--- config.mk ---
export PLATFORM = sky130hd
export DESIGN_NAME = positional_array_list_top
export DESIGN_NICKNAME = d
export VERILOG_FILES = /design/src/pal_pkg.sv /design/src/pal_cell.sv /design/src/positional_array_list_top.sv
export SDC_FILE = /design/constraint.sdc
export NUM_CORES = 2
export LEC_CHECK = 0
export BUFFER_PORTS_ARGS = -buffer_cell sky130_fd_sc_hd__clkbuf_2
export CAP_MARGIN = 0
export CORE_UTILIZATION = 45
export CTS_CLUSTER_SIZE = 20
export DETAILED_ROUTE_END_ITERATION = 6
export GPL_ROUTABILITY_DRIVEN = 0
export MAX_ROUTING_LAYER = met4
export REMOVE_ABC_BUFFERS = 1
export SLEW_MARGIN = 40
export SYNTH_ARGS = -nofsm -noshare
export SYNTH_HDL_FRONTEND = slang
export SYNTH_SLANG_ARGS = --single-unit
--- constraint.sdc ---
create_clock -name clk -period 6.9 [get_ports clk]
set_input_delay 0.345 -clock clk [delete_from_list [all_inputs] [get_ports clk]]
set_output_delay 0.345 -clock clk [all_outputs]
set_load 0.01 [all_outputs]
--- src/pal_pkg.sv ---
// Package for the positional array list: operation codes, controller states,
// cell command word and the fixed field widths. No dependencies.
`default_nettype none

package pal_pkg;

  localparam int DATA_W  = 32;  // width of one list entry
  localparam int POS_W   = 6;   // width of the position field
  localparam int LEN_W   = 6;   // width of the reported length
  localparam int GROUP_N = 32;  // cells folded by one first-level OR register

  typedef enum logic [1:0] {
    OP_CLEAR  = 2'd0,
    OP_INSERT = 2'd1,
    OP_DELETE = 2'd2,
    OP_READ   = 2'd3
  } op_t;

  typedef enum logic [1:0] {
    ST_IDLE,
    ST_EXEC,
    ST_GATHER
  } state_t;

  typedef enum logic [1:0] {
    CMD_NONE,
    CMD_INSERT,
    CMD_DELETE
  } cell_cmd_t;

  // Broadcast to every cell: what to do this cycle and where (zero-based).
  typedef struct packed {
    cell_cmd_t           cmd;
    logic [POS_W-1:0]    slot;
    logic [DATA_W-1:0]   word;
  } cell_ctl_t;

endpackage

`default_nettype wire

--- src/pal_cell.sv ---
// One storage cell of the list chain: holds one entry, takes its left or
// right neighbor on a shift, and drives its entry on the tap when selected.
// Depends on pal_pkg.
`default_nettype none

module pal_cell #(
  parameter int INDEX = 0,
  parameter int IDX_W = 5
) (
  input  wire logic                         clk,
  input  wire pal_pkg::cell_ctl_t           ctl,
  input  wire logic [pal_pkg::DATA_W-1:0]   from_left,
  input  wire logic [pal_pkg::DATA_W-1:0]   from_right,
  output logic      [pal_pkg::DATA_W-1:0]   entry,
  output logic      [pal_pkg::DATA_W-1:0]   tap
);
  import pal_pkg::*;

  localparam int CW = IDX_W + POS_W;

  logic [CW-1:0] my_idx;
  logic [CW-1:0] slot_c;
  logic          at_slot;
  logic          above_slot;

  assign my_idx     = CW'(INDEX);
  assign slot_c     = CW'(ctl.slot);
  assign at_slot    = (my_idx == slot_c);
  assign above_slot = (my_idx > slot_c);

  // Drive the entry only when this cell sits at the addressed slot.
  assign tap = {DATA_W{at_slot}} & entry;

  always_ff @(posedge clk) begin
    case (ctl.cmd)
      CMD_INSERT: begin
        if (at_slot) begin
          entry <= ctl.word;
        end else if (above_slot) begin
          entry <= from_left;
        end
      end
      CMD_DELETE: begin
        if (at_slot || above_slot) begin
          entry <= from_right;
        end
      end
      default: begin
      end
    endcase
  end

endmodule

`default_nettype wire

--- src/positional_array_list_top.sv ---
// Top level of the positional array list: controller, length counter, the
// chain of pal_cell storage cells and the two-level read-out OR tree.
// Depends on pal_pkg and pal_cell.
`default_nettype none

// Positional array list. Each word taken on start (while busy is low) carries
// an op (clear, insert, delete, read), a one-based position and a value.
// Every word gives exactly one result, after the exec and gather states:
// done is high for one cycle with ok, item_out and list_length. The receiver
// cannot stall, so read the result in the cycle done is high. busy is high
// in the exec and gather states, so no new word is taken while one is in
// progress. The exec state applies the op to the cell chain (the cells at and
// above the slot shift in parallel) and folds the cell taps into groups of
// 32; the gather state folds the groups into the result word. A refused op
// (full, empty or bad position) gives ok low, item_out zero and the
// unchanged length.
module positional_array_list_top #(
  parameter int CAPACITY = 32
) (
  input  wire logic                               clk,
  input  wire logic                               rst,
  input  wire logic                               start,
  output logic                                    busy,
  input  wire logic [1:0]                         op,
  input  wire logic [pal_pkg::POS_W-1:0]          position,
  input  wire logic signed [pal_pkg::DATA_W-1:0]  value,
  output logic                                    done,
  output logic                                    ok,
  output logic signed [pal_pkg::DATA_W-1:0]       item_out,
  output logic      [pal_pkg::LEN_W-1:0]          list_length
);
  import pal_pkg::*;

  localparam int IDX_W = (CAPACITY > 1) ? $clog2(CAPACITY) : 1;
  localparam int CNT_W = $clog2(CAPACITY + 1);
  localparam int EW    = ((CNT_W > POS_W) ? CNT_W : POS_W) + 1;
  localparam int NG    = (CAPACITY + GROUP_N - 1) / GROUP_N;

  // Controller state and the held input word.
  state_t            state;
  state_t            state_next;
  op_t               op_r;
  logic [POS_W-1:0]  pos_r;
  logic [DATA_W-1:0] value_r;
  logic [CNT_W-1:0]  count;
  logic [CNT_W-1:0]  count_next;
  logic              ok_r;
  logic              take_r;

  logic accept;
  logic exec_en;
  logic gather_en;

  assign accept = start && !busy;

  // Next state.
  always_comb begin
    state_next = state;
    case (state)
      ST_IDLE:   if (start) state_next = ST_EXEC;
      ST_EXEC:   state_next = ST_GATHER;
      ST_GATHER: state_next = ST_IDLE;
      default:   state_next = ST_IDLE;
    endcase
  end

  // Controller outputs.
  always_comb begin
    busy      = 1'b0;
    exec_en   = 1'b0;
    gather_en = 1'b0;
    case (state)
      ST_IDLE:   busy = 1'b0;
      ST_EXEC: begin
        busy    = 1'b1;
        exec_en = 1'b1;
      end
      ST_GATHER: begin
        busy      = 1'b1;
        gather_en = 1'b1;
      end
      default:   busy = 1'b0;
    endcase
  end

  // Range checks, done at a width that holds both the count and the position.
  logic [EW-1:0] cnt_e;
  logic [EW-1:0] pos_e;
  logic          full;
  logic          ins_ok;
  logic          rd_ok;
  logic          ok_exec;
  logic          take_exec;

  assign cnt_e  = EW'(count);
  assign pos_e  = EW'(pos_r);
  assign full   = (count == CNT_W'(CAPACITY));
  assign ins_ok = !full && (pos_r != '0) && (pos_e <= cnt_e + EW'(1));
  assign rd_ok  = (count != '0) && (pos_r != '0) && (pos_e <= cnt_e);

  cell_ctl_t ctl;

  always_comb begin
    ctl.cmd   = CMD_NONE;
    ctl.slot  = pos_r - POS_W'(1);
    ctl.word  = value_r;
    count_next = count;
    ok_exec    = 1'b0;
    take_exec  = 1'b0;
    case (op_r)
      OP_CLEAR: begin
        count_next = '0;
        ok_exec    = 1'b1;
      end
      OP_INSERT: begin
        if (ins_ok) begin
          ctl.cmd    = exec_en ? CMD_INSERT : CMD_NONE;
          count_next = count + CNT_W'(1);
          ok_exec    = 1'b1;
        end
      end
      OP_DELETE: begin
        if (rd_ok) begin
          ctl.cmd    = exec_en ? CMD_DELETE : CMD_NONE;
          count_next = count - CNT_W'(1);
          ok_exec    = 1'b1;
          take_exec  = 1'b1;
        end
      end
      OP_READ: begin
        if (rd_ok) begin
          ok_exec   = 1'b1;
          take_exec = 1'b1;
        end
      end
      default: begin
      end
    endcase
  end

  // Cell chain: each cell sees its neighbors' entries; the ends see zero.
  logic [DATA_W-1:0] entry [CAPACITY];
  logic [DATA_W-1:0] tap_pad [NG*GROUP_N];

  for (genvar i = 0; i < CAPACITY; i++) begin : g_cell
    logic [DATA_W-1:0] left_w;
    logic [DATA_W-1:0] right_w;
    if (i == 0) begin : g_l0
      assign left_w = '0;
    end else begin : g_ln
      assign left_w = entry[i-1];
    end
    if (i == CAPACITY - 1) begin : g_r0
      assign right_w = '0;
    end else begin : g_rn
      assign right_w = entry[i+1];
    end
    pal_cell #(
      .INDEX (i),
      .IDX_W (IDX_W)
    ) u_cell (
      .clk        (clk),
      .ctl        (ctl),
      .from_left  (left_w),
      .from_right (right_w),
      .entry      (entry[i]),
      .tap        (tap_pad[i])
    );
  end

  // Pad the tap row to whole groups with zero.
  for (genvar i = CAPACITY; i < NG*GROUP_N; i++) begin : g_pad
    assign tap_pad[i] = '0;
  end

  // First fold: one OR register per group of cells, loaded in the exec cycle
  // from the entries as they stood before the shift.
  logic [DATA_W-1:0] grp_or [NG];
  logic [DATA_W-1:0] grp_q  [NG];

  for (genvar g = 0; g < NG; g++) begin : g_grp
    always_comb begin
      grp_or[g] = '0;
      for (int j = 0; j < GROUP_N; j++) begin
        grp_or[g] = grp_or[g] | tap_pad[g*GROUP_N + j];
      end
    end
    always_ff @(posedge clk) begin
      if (exec_en) begin
        grp_q[g] <= grp_or[g];
      end
    end
  end

  // Second fold across the group registers.
  logic [DATA_W-1:0] fold;

  always_comb begin
    fold = '0;
    for (int g = 0; g < NG; g++) begin
      fold = fold | grp_q[g];
    end
  end

  // Control registers.
  always_ff @(posedge clk) begin
    if (rst) begin
      state <= ST_IDLE;
      count <= '0;
      done  <= 1'b0;
    end else begin
      state <= state_next;
      done  <= gather_en;
      if (exec_en) begin
        count <= count_next;
      end
    end
  end

  // Payload registers: hold the input word, the verdict and the result.
  always_ff @(posedge clk) begin
    if (accept) begin
      op_r    <= op_t'(op);
      pos_r   <= position;
      value_r <= value;
    end
    if (exec_en) begin
      ok_r   <= ok_exec;
      take_r <= take_exec;
    end
    if (gather_en) begin
      ok          <= ok_r;
      item_out    <= take_r ? fold : '0;
      list_length <= LEN_W'(count);
    end
  end

  // The length never passes the capacity.
  a_count_bound: assert property (@(posedge clk) disable iff (rst)
    count <= CNT_W'(CAPACITY))
    else $error("list length above capacity");

  // A taken word moves the controller into its exec cycle.
  a_accept_exec: assert property (@(posedge clk) disable iff (rst)
    accept |=> (state == ST_EXEC))
    else $error("accepted word did not start executing");

  // A result strobe follows a gather cycle and no other.
  a_done_after_gather: assert property (@(posedge clk) disable iff (rst)
    done |-> ($past(state) == ST_GATHER))
    else $error("result strobe without gather cycle");

  // A refused op reports a zero item.
  a_refused_zero: assert property (@(posedge clk) disable iff (rst)
    (done && !ok) |-> (item_out == '0))
    else $error("refused op reported a nonzero item");

endmodule

`default_nettype wire
==> Word level (Yosys, flattened, before mapping) <==
Memories as Yosys holds them, arrays and structs flattened. A register that Yosys moved wholly into a read port is not among the register bits.
Index checks and enable logic that the tools add are counted.
{ "word_totals": {"regBits": 1082, "mem_bits_rw": 32, "input_bits": 43, "out_inout_bits": 41, "word_cells": 478, "n_memories": 1} }
{ "mem_list": {"columns": ["name", "words", "word_bits", "read_ports", "rd_clocked_by_memory_dff", "wr", "line", "rtl"], "rows": [
  ["grp_q", 1, 32, 1, 1, 1, "positional_array_list_top.sv:179", "logic [DATA_W-1:0] grp_q [NG];"]
]} }
{ "op_classes": {"n_addsub": 4, "magnitude_cmp": 34, "eq_ne": 106, "mux": 146, "bitwise_logic": 63, "reduce_logical": 82} }
{ "op_table": {"columns": ["op", "count"], "rows": [
  ["two-way mux 32 bit", 96],
  ["one-hot mux 32 bit (2 select lines)", 32],
  ["AND 32 bit", 32],
  ["bitwise OR 32 bit", 31],
  ["equality test 5 x 6 -> 1 bit (first input constant)", 16],
  ["greater-than comparator 5 x 6 -> 1 bit (first input constant)", 16],
  ["!= test 3 x 1 -> 1 bit (second input constant)", 32],
  ["AND reduction 3 bit", 32],
  ["!= test 2 x 1 -> 1 bit (second input constant)", 32],
  ["equality test 4 x 6 -> 1 bit (first input constant)", 8],
  ["greater-than comparator 4 x 6 -> 1 bit (first input constant)", 8],
  ["logical OR 1 bit", 32],
  ["equality test 3 x 6 -> 1 bit (first input constant)", 4],
  ["greater-than comparator 3 x 6 -> 1 bit (first input constant)", 4],
  ["one-hot mux 6 bit (3 select lines)", 1],
  ["equality test 2 x 6 -> 1 bit (first input constant)", 2],
  ["greater-than comparator 1 x 6 -> 1 bit (first input constant)", 2],
  ["greater-than comparator 2 x 6 -> 1 bit (first input constant)", 2],
  ["two-way mux 6 bit", 2],
  ["nonzero test 6 bit", 2],
  ["subtractor 6 x 1 -> 6 bit (second input constant)", 2],
  ["zero test 11 bit", 1],
  ["two-way mux 1 bit", 9],
  ["equality test 2 bit (second input constant)", 4],
  ["other kinds (18)", 33]
]} }

==> Longest topological paths before layout <==
{ "depth": {"depth_word": 34, "mapped_depth": 18, "ltp_nobuf": 16} }

==> By module <==
From an unflattened synthesis, not the netlist that was laid out.
{ "unflattened": {"cells_unflattened": 7926, "hier_area_um2": 74427.6} }
{ "modules_own_cells": {"columns": ["mod", "instances", "cells_per_inst", "area_each_um2", "seq_area_each_um2"], "rows": [
  ["positional_array_list_top", 1, 644, 7100.6, 3573.4],
  ["pal_cell (g_cell[15].u_cell)", 1, 229, 2267.2, 960.9],
  ["pal_cell (g_cell[14].u_cell)", 1, 227, 2252.2, 960.9],
  ["pal_cell (g_cell[22].u_cell)", 1, 228, 2227.1, 960.9],
  ["pal_cell (g_cell[18].u_cell)", 1, 227, 2222.1, 960.9],
  ["pal_cell (g_cell[29].u_cell)", 1, 227, 2214.6, 960.9],
  ["pal_cell (g_cell[27].u_cell)", 1, 225, 2213.4, 960.9],
  ["pal_cell (g_cell[28].u_cell)", 1, 227, 2212.1, 960.9],
  ["pal_cell (g_cell[10].u_cell)", 1, 230, 2185.8, 960.9],
  ["pal_cell (g_cell[24].u_cell)", 1, 229, 2177.1, 960.9],
  ["pal_cell (g_cell[1].u_cell)", 1, 234, 2170.8, 960.9],
  ["pal_cell (g_cell[17].u_cell)", 1, 229, 2139.6, 960.9],
  ["pal_cell (g_cell[6].u_cell)", 1, 227, 2125.8, 960.9],
  ["pal_cell (g_cell[5].u_cell)", 1, 229, 2119.5, 960.9],
  ["+19 rows", null, null, null, null]
]} }

==> Least setup slack after synthesis <==
No wires, ideal clock.
{ "synth_timing": {"kind": "flip-flop to flip-flop", "startpoint": "register count[0]", "endpoint": "register g_cell[10].u_cell.entry[0] in the netlist's numbering (enable)", "setup_time_ns": 0.377, "t_arrival_ns": 4.930, "required_ns": 6.523, "setup_slack_ns": 1.593, "path_stages_with_launch": 18, "n_path_buf": 1, "synth_period_minus_slack_ns": 5.307, "cell_sequence": "dfxtp_1 inv_1 ha_1 inv_1 ha_1 nor2b_1 o21a_1 o21bai_1 a21oi_1 a2111oi_0 and2_1 inv_1 ha_1 clkbuf_1 nor2_1 nor2_1 nor2_1 a31o_2"} }
{ "synth_via": {"elab_chain_cells": 9, "word_cells_on_any_way": 19, "classes_between": "add/sub: 1; order compare: 2; eq/ne: 5; mux: 3; reduce/logical: 8"} }
{ "synth_lines": {"columns": ["element", "line", "rtl"], "rows": [
  ["start: declaration", "positional_array_list_top.sv:45", "logic [CNT_W-1:0] count;"],
  ["start signal: assignment", "positional_array_list_top.sv:215", "count <= count_next;"],
  ["parallel branches: the longest is 5 deep, another holds adder 6 x 1 -> 7 bit", null, null],
  ["one-hot mux 2 bit (2 select lines) (*)", "positional_array_list_top.sv:110", "case (op_r)"],
  ["equality test 2 x 1 -> 1 bit or equality test 2 bit (tied branches)", "pal_cell.sv:35", "case (ctl.cmd)"],
  ["!= test 3 x 1 -> 1 bit (no line) (tied with other cells)", null, null],
  ["AND reduction 3 bit (no line) (*)", null, null],
  ["end signal: assignment", "pal_cell.sv:38", "entry <= ctl.word;"],
  ["end signal: assignment", "pal_cell.sv:40", "entry <= from_left;"],
  ["end signal: assignment", "pal_cell.sv:45", "entry <= from_right;"],
  ["end: declaration", "pal_cell.sv:14", "output logic [pal_pkg::DATA_W-1:0] entry,"]
]} }
Every way passes the cells marked *.
A chain may end at the register's enable or synchronous reset.

==> Final worst setup path <==
{ "layout_timing": {"startpoint": "register pos_r[0]", "endpoint": "register g_cell[30].u_cell.entry[19] in the netlist's numbering (enable)"} }
{ "layout_via": {"elab_chain_cells": 8, "word_cells_on_any_way": 20, "classes_between": "add/sub: 1; order compare: 3; eq/ne: 5; mux: 3; reduce/logical: 8"} }
{ "layout_lines": {"columns": ["element", "line", "rtl"], "rows": [
  ["start: declaration", "positional_array_list_top.sv:43", "logic [POS_W-1:0] pos_r;"],
  ["start signal: assignment", "positional_array_list_top.sv:224", "pos_r <= position;"],
  ["parallel branches: the longest is 7 deep, another holds subtractor 6 x 1 -> 6 bit", null, null],
  ["AND reduction 3 bit (no line) (*)", null, null],
  ["end signal: assignment", "pal_cell.sv:38", null],
  ["end signal: assignment", "pal_cell.sv:40", null],
  ["end signal: assignment", "pal_cell.sv:45", null],
  ["end: declaration", "pal_cell.sv:14", null]
]} }
Marks and branches as above.

==> flow_summary.json <==
{
  "cts-buffers-inserted": 136,
  "wire_per_inst_microns": 32.97,
  "vias": 54560,
  "final.setup_skew_ns": 0.02871,
  "worst-path-max-fanout": 25,
  "dpl.hpwl_microns": 166000,
  "core_area_sq_um": 144000,
  "rsz0062_at_grt": "false",
  "clk_latency_ns": 0.81,
  "critical_path_required_ns": 7.37,
  "drtPass1Iterations": 7,
  "netlist_top_cells_area": "edfxtp_1 52%, mux2i_1 15%, nand2_1 7.1%",
  "swShare_pct": 29.24,
  "start_util_pct": 45.53,
  "synth.distinct_cells": 91,
  "track_usage_pct": 36.59,
  "wl_microns": 266800,
  "fin_nets": 6152,
  "final_area_sq_um": 73270,
  "ys_seq_elements": 1146,
  "placed_area_sq_um": 68610,
  "cts.clk_slew.worst_paths_ns": 0.06,
  "grt_max_degree": 230,
  "hold_class": "input port to register",
  "die_area_sq_um": 147200,
  "cts_sinks": 1146,
  "grt_pass1_vias": 50190,
  "die-width_microns": 383.7,
  "synth_edf_count": 1137,
  "synthArstFlopShare_pct": 0,
  "critPathLaunchType": "register",
  "syn-cell-area_sq_um": 65570,
  "layout_min_cycle_time_ns": 5.319,
  "ys.flop_type": "edfxtp_1",
  "violations": "design-rule violations",
  "synth_top_area_share_pct": 52.07,
  "io_pins": 84,
  "cellPowerDensity_nw_per_um2": 243.8,
  "combPwrFrac_pct": 15.0,
  "p_seq_share_pct": 46.1,
  "p_clk_share_pct": 38.8,
  "finalSetupTns_ns": 0,
  "path_class": "register to register",
  "grt_pass1_wl_microns": 375700,
  "drc": 35,
  "n_fill_cell": 13010,
  "slew_headroom_pct": 36.11,
  "ys.warnings.count": 0,
  "drive_gt1_share_pct": 10.27,
  "cts_setup_buffers": 0,
  "synth_top_area_cell": "edfxtp_1",
  "areaGrowthSynthToFinish_pct": 11.74,
  "drv_slew": 0,
  "internal_power_w": 0.01264,
  "overflow": 0,
  "cts_tree": "yes",
  "syn_inst": 6137,
  "hold_violations": 0,
  "switching_power_w": 0.005224,
  "htreeDepth": 4,
  "finish.utilization_pct": 50.88,
  "synth_seq_area_share_pct": 52.35,
  "maxCapViolations": 0,
  "cp-end-kind": "register",
  "avgViaCountPerCell": 6.743,
  "antenna_found_initial": 6,
  "ant_nets": 0,
  "cts-root-buf": "clkbuf_16",
  "ir_drop_v": 0.0002534,
  "rows": 139,
  "status": "finished, violations left",
  "drtIter0Drc": 9394,
  "leakage_nw": 21.38,
  "io_buffer_count": 83,
  "finalCritPeriodShare_pct": 77.09,
  "clock.fmax_ghz": 0.1880,
  "chipHeight_microns": 383.7,
  "tightest_slew_ns": 0.9515,
  "seqCellArea_sq_um": 34320,
  "crit_arrival_ns": 5.79,
  "setup_viol": 0,
  "avgSynthCellArea_sq_um": 10.68,
  "clock_path_buffers": 3,
  "multi_input_area_sq_um": 28750
}
## metal layers
layer | share of wire (%) | global-route usage, % | up-vias | routed length, microns
li1 | - | - | 22900 | -
met1 | 38 | 49.11 | 26610 | 102300
met2 | 42 | 51.17 | 4204 | 112100
met3 | 14 | 9.184 | 846 | 36800
met4 | 5.9 | 18.24 | 0 | 15640
met5 | 0 | - | - | 0
## power by group through the flow
stage / combinational [W] / clock, W / sequential (W)
detailed placement: 0.00255 / 0 / 0.00838
global route: 0.00274 / 0.00720 / 0.00826
global placement: 0.00236 / 0 / 0.00846
floorplan: 0.00126 / 0 / 0.00846
finish: 0.00269 / 0.00694 / 0.00824
CTS: 0.00257 / 0.00698 / 0.00824
## Yosys cell counts (47+ instances only)
| cell | n |
|---|---|
| nand4_1 | 57 |
| o21ai_0 | 673 |
| mux2i_1 | 1011 |
| clkbuf_1 | 350 |
| edfxtp_1 | 1137 |
| a222oi_1 | 52 |
| nor2_1 | 68 |
| nand2_1 | 1232 |
| nand3_1 | 75 |
| a21oi_1 | 115 |
| buf_6 | 49 |
| a221oi_1 | 47 |
| buf_4 | 77 |
| a22o_1 | 60 |
| buf_2 | 101 |
| a22oi_1 | 260 |
| o21ai_1 | 354 |
## cell type report
| cell class | instances | area share, % |
|---|---|---|
| Clock buffer | 179 | 4.951 |
| Sequential cell | 1146 | 46.85 |
| Inverter | 29 | 0.1486 |
| Antenna cell | 6 | 0.02049 |
| Timing Repair Buffer | 381 | 4.903 |
| Clock inverter | 68 | 0.6404 |
| Multi-Input combinational cell | 4380 | 39.24 |
| Tap cell | 1903 | 3.250 |
## through the flow
stage	total power [W]	setup slack (ns)	cells	hold WS (ns)
2_1_floorplan	0.009719	-36.18	5555	0.4003
3_3_place_gp	0.01082	1.565	7746	0.4125
3_5_place_dp	0.01093	1.765	7790	0.4174
4_1_cts	0.01779	1.753	8079	0.2162
5_1_grt	0.01820	1.430	8091	0.2513
6_report	0.01787	1.581	8092	0.2526
## final timing paths
path | start | endpoint | slack [ns] | cells past startpoint
setup / recovery | pos_r[0]$_DFFE_PP_ | g_cell[30].u_cell.entry[19]$_DFFE_PP_ | 1.58 | 15
hold / removal | value[12] | value_r[12]$_DFFE_PP_ | 0.25 | 2
setup reg to reg | pos_r[0]$_DFFE_PP_ | g_cell[30].u_cell.entry[19]$_DFFE_PP_ | 1.58 | 15
hold reg to reg | ok_r$_DFFE_PN_ | ok$_DFFE_PP_ | 0.43 | 0
## worst max-delay path, stage by stage, from the launching register on
cell and delay [ns]:
edfxtp_1 0.33, buf_4 0.26, inv_1 0.23, ha_1 0.26, buf_4 0.26, inv_1 0.49, nor3_1 0.18, a2111oi_0 0.56
and2_1 0.27, inv_1 0.10, ha_4 0.28, nor2_1 0.17, buf_4 0.23, a21oi_1 0.19, a21oi_4 0.80, buf_12 0.33
## cells in the final DEF, fill, tap and decap left out, types with 10 or more instances in the layout
cell / instances
a221oi_1: 47
nand2_1: 1231
nand3_1: 75
buf_6: 35
and3_1: 12
a31oi_1: 13
clkinv_1: 34
ha_1: 29
buf_12: 41
nor3_4: 11
o21ai_1: 352
o22ai_1: 35
nor2_4: 15
dlygate4sd3_1: 42
a222oi_1: 52
clkbuf_2: 84
nor3_1: 26
and2_1: 35
nand4_1: 57
a21oi_1: 96
edfxtp_1: 1137
o21ai_0: 673
a21oi_4: 19
nor2_1: 51
a211oi_4: 17
clkbuf_1: 39
a22oi_1: 260
or3_1: 16
clkbuf_16: 138
a21o_1: 10
clkinv_2: 19
buf_4: 165
mux2i_1: 1011
a22o_1: 60
nor2b_1: 12
inv_1: 25
## kinds of logic (layout without fill, tap and decap cells)
family          after synthesis  after routing  share of synthesized area, %
other cells                   0              6                             0
compound gates             1720           1720                         16.15
xor+xnor                     12             12                        0.1832
buf+inv                     611            657                         4.692
mux                        1019           1019                         15.64
fa+ha+maj                    35             35                        0.6793
flops                      1146           1146                         52.35
simple gates               1594           1594                         10.30
## flip-flops by register name, indices dropped and copies added (netlist names)
| name | cells |
|---|---|
| op_r | 2 |
| take_r | 1 |
| g_cell.u_cell.entry | 1024 |
| ok_r | 1 |
| ok | 1 |
| done | 1 |
| item_out | 32 |
| value_r | 32 |
| list_length | 6 |
| grp_q | 32 |
| count | 6 |
| state | 2 |
| pos_r | 6 |
## timing repair
item,in CTS,in global routing
endpoints found under the hold margin,49,0
hold buffers,42,0
resized for setup,0,0
No activity file was read; power rests on OpenSTA's default activity.
